--- config.mk ---
export PLATFORM = sky130hd
export DESIGN_NAME = trm_ctrl
export DESIGN_NICKNAME = d
export VERILOG_FILES = /design/src/sv/trm_pkg.sv /design/src/sv/trm_ctrl.sv
export SDC_FILE = /design/constraint.sdc
export NUM_CORES = 1
export LEC_CHECK = 0
export BUFFER_PORTS_ARGS = -buffer_cell sky130_fd_sc_hd__buf_2
export CAP_MARGIN = 30
export CORE_AREA = 2 2 39 41
export CTS_CLUSTER_SIZE = 14
export DETAILED_ROUTE_END_ITERATION = 8
export DIE_AREA = 0 0 41 43
export HOLD_SLACK_MARGIN = 0.05
export PLACE_DENSITY = 0.39
export REMOVE_ABC_BUFFERS = 1
export SLEW_MARGIN = 20
export SYNTH_ARGS = -nofsm -noshare
export SYNTH_HDL_FRONTEND = slang
export SYNTH_SLANG_ARGS = --single-unit
--- constraint.sdc ---
create_clock -name i_clk -period 1.4 [get_ports i_clk]
set_input_delay 0.07 -clock i_clk [delete_from_list [all_inputs] [get_ports i_clk]]
set_output_delay 0.07 -clock i_clk [all_outputs]
set_load 0.01 [all_outputs]
--- src/sv/trm_pkg.sv ---
`timescale 1ns / 1ps
package trm_pkg;

    // Instruction codes; code seven is not assigned and executes as a no-op.
    typedef enum logic [2:0] {
        OP_SET = 3'd0,
        OP_SND = 3'd1,
        OP_RCV = 3'd2,
        OP_ADD = 3'd3,
        OP_MUL = 3'd4,
        OP_MOD = 3'd5,
        OP_JGZ = 3'd6
    } t_opcode;

    typedef enum logic [2:0] {
        S_IDLE,
        S_READ,
        S_EXEC,
        S_MD,
        S_COMMIT
    } t_state;

    typedef enum logic [1:0] {
        MD_IDLE,
        MD_MUL,
        MD_DIV
    } t_md_mode;

    localparam int unsigned DATA_W = 64;
    localparam int unsigned PC_W   = 32;
    localparam int unsigned IMM_W  = 32;
    localparam int unsigned IDX_W  = 5;

    typedef struct packed {
        logic load;
        logic rd_en;
        logic start_mul;
        logic start_div;
        logic commit;
    } t_cmd;

    typedef struct packed {
        t_opcode op;
        logic    x_is_reg;
        logic    y_zero;
        logic    md_done;
        logic    out_free;
    } t_sts;

endpackage

--- src/sv/trm_ctrl.sv ---
`timescale 1ns / 1ps
module trm_ctrl (
    input  logic          i_clk,
    input  logic          i_rst_n,
    input  logic          i_valid,
    input  trm_pkg::t_sts i_sts,
    output logic          o_ready,
    output trm_pkg::t_cmd o_cmd
);
    import trm_pkg::*;

    t_state r_state, n_state;
    logic   w_need_md;

    // Multiply and remainder go to the iterative unit only when they write
    // a register; remainder by zero leaves the register alone.
    assign w_need_md = i_sts.x_is_reg &&
                       ((i_sts.op == OP_MUL) || (i_sts.op == OP_MOD && !i_sts.y_zero));

    always_comb begin
        n_state = r_state;
        case (r_state)
            S_IDLE: begin
                if (i_valid) begin
                    n_state = S_READ;
                end
            end
            S_READ: begin
                n_state = S_EXEC;
            end
            S_EXEC: begin
                n_state = w_need_md ? S_MD : S_COMMIT;
            end
            S_MD: begin
                if (i_sts.md_done) begin
                    n_state = S_COMMIT;
                end
            end
            S_COMMIT: begin
                if (i_sts.out_free) begin
                    n_state = S_IDLE;
                end
            end
            default: begin
                n_state = S_IDLE;
            end
        endcase
    end

    always_comb begin
        o_ready         = 1'b0;
        o_cmd.load      = 1'b0;
        o_cmd.rd_en     = 1'b0;
        o_cmd.start_mul = 1'b0;
        o_cmd.start_div = 1'b0;
        o_cmd.commit    = 1'b0;
        case (r_state)
            S_IDLE: begin
                o_ready    = 1'b1;
                o_cmd.load = i_valid;
            end
            S_READ: begin
                o_cmd.rd_en = 1'b1;
            end
            S_EXEC: begin
                o_cmd.start_mul = w_need_md && (i_sts.op == OP_MUL);
                o_cmd.start_div = w_need_md && (i_sts.op == OP_MOD);
            end
            S_COMMIT: begin
                o_cmd.commit = i_sts.out_free;
            end
            default: begin
            end
        endcase
    end

    always_ff @(posedge i_clk) begin
        if (!i_rst_n) begin
            r_state <= S_IDLE;
        end else begin
            r_state <= n_state;
        end
    end

endmodule

* Word-level counts from Yosys, hierarchy flattened *
Index checks and enable logic that the tools add are counted.
W data, S select, Z words.

cells by class
  add/sub/neg operators = 0
  multipliers = 0
  divide/modulo/power cells = 0
  order comparisons = 0
  equal/unequal tests = 9
  shift operators = 0
  mux-type cells = 10
  bitwise logic cells = 0
  reduce and logical (&&, ||, !) cells = 8

operators with widths
  cell                  count
  $pmux W3 S5           1
  $mux W3               4
  $eq A3 B3 Y1 const B  3
  $eq A3 B2 Y1 const B  2
  $ne A2 B2 Y1 const B  3
  $logic_and A1 B1 Y1   4
  $mux W1               4
  $eq A3 B1 Y1 const B  1
  $logic_not A3 Y1      1
  $reduce_and A3 Y1     1
  $mux W2               1
  $logic_not A1 Y1      1
  $logic_or A1 B1 Y1    1

word-level totals
  register bits after elaboration = 3
  bits in latches = 0
  bits in writable memories = 0
  ROM bits = 0
  bits of input ports = 10
  output and inout bits = 6
  logic and storage cells = 28
  memories kept = 0

* Longest topological paths before layout *
Gate-level depths: netlist of the first run.

  depth in word-level cells = 6
  depth in mapped cells = 3
  mapped depth without buffers = 3

* Worst setup path before layout of the first run *
Ideal clock, no wire load.

  path type = register -> output
  from = register r_state[0]
  to = output port o_cmd[1] (netlist bit)
  arrival time = 1.026 ns
  required time = 1.330 ns
  setup slack = 0.304 ns
  cell stages (with the launch flop) = 4
  path buffers = 0
  cell sequence = dfxtp_1 and4bb_2 nand2_1 nor3b_1

RTL lines
  element                 RTL line        source
  from (decl)             trm_ctrl.sv:12  t_state r_state, n_state;
  from (signal assigned)  trm_ctrl.sv:81  r_state <= n_state;
  to (decl)               trm_ctrl.sv:8   output trm_pkg::t_cmd o_cmd

==> impl_results.md, run 1 <==
* Crit path kind: register to output pin
* Multi-input logic area at 166 µm²
* Worst slew pin tran at ~0.33 ns
* Clock Skews at 0.000335 ns
* Setup ws final at 0.0696 ns
* Biggest regs: r_state: 3 flops
* TritonCTS Buffers at 3
* Routed WL at 568 µm
* WHS Path Cells at 2
* HP Start: i_rst_n
* Final RePlAce weighted congestion at 0.619
* Fillcell total at 154
* Most common cell after layout, fill and taps aside: buf_2
* Diode count at 0
* Peak supply drop at 0.386 mV
* CP max FO at 7
* Final setup fails at 0
* GRT Total Usage at roughly 7.9%
* Top Usage Layer GRT: met2
* CTS Root Cell: clkbuf_4
* Met3 Use GR at 3.14%
* Via/cell ratio at 4.48
* Vias at 278
* Clock buffer depth at 2
* Fin crit share at 95.0%
* Initial antenna violation count at 0
* Register area at about 63 µm²
* Starting density of the core at 15.4%
* DIE AREA at 1760 µm²
* CTS tree: built
* Drt first-iter violations at 1
* Most flops, register: r_state
* M1 GR Usage at 7.40%
* Port bufs at 15
* Mapped Area at between 200 and 250 µm²
* Row count at 14
* Ys Warns at 0
* Synth Instances at 26
* Reg2reg start: r_state[2]
* Register area share after synthesis at approximately 28%
* Worst setup EP type: output pin
* Number of global-route vias before repair at ~250
* Sink Count at 3
* Syn_area_per_cell at ~8.2 µm²
* Share of layout cells above drive strength 1 at about three fifths
* Max transition margin at 78.2%
* Final max-slew violation count at 0
* Synthesis-to-finish area growth at 68.2%
* Post-DRT Antenna Nets at 0
* Hold Fails Final Rpt at 0
* Leakage at 0.171 nW
* Min-Delay Path Class: primary input to register
* Most frequent cells in the layout: buf_2, nor3_1, clkbuf_4
* Largest net degree at the start of global routing at 8
* Core ar. at 1380 µm²
* Nets at 57
* Die Span X at 41 µm
* CP startpoint kind: register
* Placed wire-length estimate at 459 µm
* Yosys reg bits at 3
* Critical path required time at 1.33 ns
* R2r worst-path depth at 4
* Min-Delay Endpoint: r_state[2]
* Met2 usage at about an eighth
* Vert. Die Dim at 43 µm
* Reg2reg end: r_state[0]
* Post-DR wirelength/cell at 9.16 µm
* Largest register FFs at 3
* Total power at around 0.53 mW
* Drt first pass iters at 2
* Non-filler cells, final at 62
* R2r setup slk at 0.17 ns
* Final core utilization at 25.9%
* Status: completed
* # DRC at 0
* Distinct cells, synth at 15
* Placed Cells at 58
* CP arrival at approximately 1.3 ns
* RSZ-0062 raised after global routing: true
* FMAX at 752 MHz
* Power Density at approximately 1500 nW/µm²
* Top Ports at 16
* Setup Fix Bufs, Post-CTS at 0
* Global-route wire length before repair at 897 µm
* Max Cap Viol at 0
* Setup Slack @ Placement at 0.130 ns
* GRT Residual Overflow at 0
* CTS H-tree depth at 1
* Tmin final at 1.33 ns
* Clk_lat worst skew at 0.23 ns
* Clock Pin Slew Worst Setup and Hold Paths at 0.04 ns
per-stage QoR:
step / area [µm²] / TNS (ns) / hold WS [ns]
6_report: 358 / 0 / 0.0779
3_3_place_gp: 315 / 0 / 0.323
3_5_place_dp: 315 / 0 / 0.324
2_1_floorplan: 213 / 0 / 0.188
4_1_cts: 343 / 0 / 0.0794
5_1_grt: 358 / -0.0260 / 0.0756
repair_timing:
| item | 4_1_cts | 5_1_grt |
|---|---|---|
| endpoints found under the setup margin | 1 | 3 |
| pin swaps | 1 | 1 |
| resized for setup | 1 | 4 |
| hold buffers | 0 | 0 |
power breakdown:
group,leakage (nW),switching [mW],internal (mW)
logic,0.131,0.108,0.115
clock network,0.0150,0.0441,0.107
registers,0.0253,0.0400,0.115
synth_stat cells:
master    n  area share (%)
a31oi_1   2             5.9
nor3b_1   2             7.1
and4bb_2  2              12
and2b_2   1             4.1
a21oi_1   2             4.7
nand2_1   3             5.3
nor4_1    1             2.9
or3b_1    1             4.1
and2_1    1             2.9
nor2_1    2             3.5
nor3_1    3             7.1
a21boi_0  1             3.5
nor4b_1   1             4.1
dfxtp_1   3              28
o211a_1   1             4.7
worst max-delay path: stages (launching register included):
cell,delay (ns)
dfxtp_2,0.34
and4bb_2,0.34
nand2_2,0.07
nor3b_2,0.14
buf_2,0.14
how the worst max path moves through the flow:
stage               start         end  slack, ns  cells after the start
2_1_floorplan  r_state[0]    o_cmd[1]       0.30                      3
3_3_place_gp   r_state[2]  r_state[0]       0.14                      3
3_5_place_dp   r_state[2]  r_state[0]       0.13                      3
4_1_cts        r_state[0]    o_cmd[1]       0.01                      4
5_1_grt        r_state[0]    o_cmd[1]      -0.03                      4
6_report       r_state[0]    o_cmd[1]       0.07                      4
cell families (layout without fill, tap and decap cells):
group                  Yosys count  count (layout)  share of synthesized area (%)
flip-flops                       3               3                           28.2
AND/OR/NAND/NOR                 17              17                           52.9
AO/OA/AOI/OAI                    6               6                           18.8
buffers and inverters            0              20                              0
area by class of cell:
cell class / count / share of cell area, %
Multi-Input combinational cell: 23 / 46.5
Timing Repair Buffer: 16 / 23.1
Clock buffer: 4 / 7.34
Tap cell: 16 / 5.59
Sequential cell: 3 / 17.5
metal layers:
metal  up-vias  share of wire (%)
met5         -                  0
met4         0                2.3
li1        141                  -
met1       125                 39
met2        10                 52
met3         2                6.3
Note: power is estimated with default switching activity, not from simulation.
==> inputs of run 2 (changes only) <==
Settings changed: ABC_AREA set to 1, PLACE_DENSITY 0.39 to 0.43.
==> impl_results.md, run 2 <==
* CP delay by family, top: flip-flops (was simple AND/OR/NAND/NOR gates)
* Post-DR wirelength/cell at 8.17 µm (was 9.16 µm)
* Crit path launch: r_state[1] (was r_state[0])
* CP most frequent cell: inv_1
* # DRC at 0 (unchanged)
* Drt first-iter violations at 3 (was 1)
* Simple-Gate Fraction of Synth Area at 62.5% (was 52.9%)
* Biggest regs: r_state: 3 flops (unchanged)
* Sink Count at 3 (unchanged)
* Sw Ratio at 45.1% (was 36.3%)
* Slowest cell on crit path: dfxtp_1 (was dfxtp_2)
* Top Ports at 16 (unchanged)
* Area after DPL at 355 µm² (was 315 µm²)
* Leakage at 0.221 nW (was 0.171 nW)
* Adder-Cell Fraction of Synth Area at 0% (unchanged)
* R2r worst-path depth at 7 (was 4)
* FMAX at 802 MHz (was 752 MHz)
* Synth Area in XOR/XNOR at 0% (unchanged)
* CTS H-tree depth at 1 (unchanged)
* Max transition margin at 84.8% (was 78.2%)
* Hold Fails Final Rpt at 0 (unchanged)
* Largest net degree at the start of global routing at 6 (was 8)
* Final max-slew violation count at 0 (unchanged)
* Critical path buffers and inverters at 3 (was 1)
* Nets at 72 (was 57)
* CP arrival at 1.18 ns (was 1.26 ns)
* Combinational fraction of design power at 51.3% (was 42.2%)
* Ys async rst share at 0% (unchanged)
* Largest register FFs at 3 (unchanged)
* Most common cell after layout, fill and taps aside: buf_2 (unchanged)
* Tmin final at 1.25 ns (was 1.33 ns)
* Setup Fix Bufs, Post-CTS at 0 (unchanged)
* Status: completed (unchanged)
* Max Cap Viol at 0 (unchanged)
* Final RePlAce weighted congestion at 0.665 (was 0.619)
* Clock power share at 23.7% (was 28.5%)
* Placed wire-length estimate at 529 µm (was 459 µm)
* Clock buffer depth at 2 (unchanged)
* Number of global-route vias before repair at 283 (was 245)
* CTS tree: built (unchanged)
* CTS Root Cell: clkbuf_4 (unchanged)
* Total power at 0.634 mW (was 0.528 mW)
* Reg2reg start: r_state[0] (was r_state[2])
* Worst setup EP type: output pin (unchanged)
* Routed WL at 629 µm (was 568 µm)
* Worst hold margin at 0.0624 ns (was 0.0779 ns)
* Most frequent cells after synthesis: inv_1, nor2_1, nand3_1 (was dfxtp_1, nand2_1, nor3_1)
* Cell Chain, Critical Path: inv_1, nor2_4, inv_1, nor4_1, buf_2 (was and4bb_2, nand2_2, nor3b_2, buf_2)
* Peak supply drop at 0.620 mV (was 0.386 mV)
* Critical path endpoint: o_cmd[2] (was o_cmd[1])
* Initial antenna violation count at 0 (unchanged)
* Mapped Area at 260 µm² (was 213 µm²)
* Setup Total Neg Slack at 0 ns (unchanged)
* Power Density at 1660 nW/µm² (was 1480 nW/µm²)
* Post-DRT Antenna Nets at 0 (unchanged)
* Power Internal at 0.348 mW (was 0.337 mW)
* Die Span X at 41 µm (unchanged)
* Most frequent cells in the layout: buf_2, inv_1, nor2_1, nand3_1, nand2_1 (was buf_2, nor3_1, clkbuf_4)
* Peak per-stage delay on the critical path at 0.35 ns (was 0.34 ns)
* Post-synthesis compound-gate area fraction at 0% (was 18.8%)
* Seq pwr share at 24.9% (was 29.3%)
* R2r setup slk at 0.40 ns (was 0.17 ns)
* Clock Skews at 0.00336 ns (was 0.000335 ns)
* Critical path required time at 1.33 ns (about the same)
* Number of flops mapped to enable cells by yosys at 0 (unchanged)
* Register area share after synthesis at 23.1% (was 28.2%)
* Yosys reg bits at 3 (unchanged)
* Port bufs at 15 (unchanged)
* CP startpoint kind: register (unchanged)
* Design area at 382 µm² (was 358 µm²)
* Final setup fails at 0 (unchanged)
* Predominant post-synthesis flop cell: dfxtp_1 (unchanged)
* Diode count at 0 (unchanged)
* Global-route wire length before repair at 952 µm (was 897 µm)
* Synthesis-to-finish area growth at 46.6% (was 68.2%)
* Via/cell ratio at 3.97 (was 4.48)
* Min-Delay Path Class: primary input to register (unchanged)
* TritonCTS Buffers at 3 (unchanged)
* Largest family of logic cells by synthesized area: simple AND/OR/NAND/NOR gates (unchanged)
* Final core utilization at 27.6% (was 25.9%)
* Drt first pass iters at 2 (unchanged)
* Ys Warns at 0 (unchanged)
* Syn_area_per_cell at 6.20 µm² (was 8.18 µm²)
* RSZ-0062 raised after global routing: false (was true)
* DIE AREA at 1760 µm² (unchanged)
* Core ar. at 1380 µm² (unchanged)
* Largest cells by area after synthesis: dfxtp_1, nand3_1, nand3_2 (was dfxtp_1, and4bb_2, nor3_1)
* Clk_lat worst skew at 0.23 ns (about the same)
* Fin crit share at 89.1% (was 95.0%)
* Multiplexer share of the synthesized area at 0% (unchanged)
* Most flops, register: r_state (unchanged)
* Top cell type's share of synthesized area at 23.1% (was 28.2%)
* Synth Instances at 42 (was 26)
* Worst slew pin tran at 0.226 ns (was 0.326 ns)
* GRT Residual Overflow at 0 (unchanged)
* Psw at 0.286 mW (was 0.192 mW)
* CP Depth at 5 (was 4)
* Vias at 306 (was 278)
* Starting density of the core at 18.8% (was 15.4%)
* Row count at 14 (unchanged)
* Reg2reg end: r_state[0] (unchanged)
* Vert. Die Dim at 43 µm (unchanged)
* CP max FO at 3 (was 7)
* Largest area contributor in the netlist: dfxtp_1 (unchanged)
* Share of layout cells above drive strength 1 at 49.2% (was 58.7%)
* Leading cell type by number of instances after synthesis: inv_1
* Post-cts resize count at 0 (was 1)
* Hold_buf cts at 0 (unchanged)
* Crit path kind: register to output pin (unchanged)
* Distinct cells, synth at 11 (was 15)
* GRT Total Usage at 8.32% (was 7.93%)
* Clock Pin Slew Worst Setup and Hold Paths at 0.04 ns (about the same)
==> run 2: through the flow <==
step,instances,setup slack [ns]
finish,77,0.152
global route,77,0.0513
CTS,77,0.135
detailed placement,73,0.391
global placement,73,0.395
floorplan,42,0.394
==> run 2: how the worst min path moves through the flow <==
stage / to / slack (ns) / cells after the start / start
2_1_floorplan: r_state[1] / 0.17 / 2 / i_rst_n
3_3_place_gp: r_state[1] / 0.29 / 3 / i_rst_n
3_5_place_dp: r_state[1] / 0.29 / 3 / i_rst_n
4_1_cts: r_state[1] / 0.05 / 3 / i_rst_n
5_1_grt: r_state[1] / 0.08 / 3 / i_rst_n
6_report: r_state[1] / 0.06 / 3 / i_rst_n
==> run 2: metal layers <==
layer  track usage [%]  share of wire [%]  vias to the layer above
li1                  -                  -                      168
met5                 0                  0                        -
met4              10.0                  0                        0
met2              10.9                 46                        8
met1              9.58                 47                      130
met3              1.57                6.5                        0
==> run 2: tightest hold or removal path, stage by stage <==
cell and delay [ns]:
buf_2 0.10, nand2_1 0.05, inv_1 0.04
==> run 2: final cells by class <==
| type | instances | area [µm²] |
|---|---|---|
| fillers | 167 | 1000 |
| multi-input cells | 29 | 163 |
| clock buffers | 4 | 26.3 |
| well taps | 16 | 20.0 |
| flip-flops and latches | 3 | 60.1 |
| inverters | 10 | 37.5 |
| repair buffers | 15 | 75.1 |
==> run 2: cells by family after synthesis <==
group / Yosys count
flops: 3
buf+inv: 10
simple gates: 29
==> run 2: power groups by stage <==
stage / logic [mW] / clock network, mW / registers (mW)
global placement: 0.331 / 0 / 0.161
detailed placement: 0.330 / 0 / 0.160
finish: 0.325 / 0.150 / 0.158
floorplan: 0.237 / 0 / 0.151
global route: 0.370 / 0.167 / 0.161
CTS: 0.331 / 0.161 / 0.158
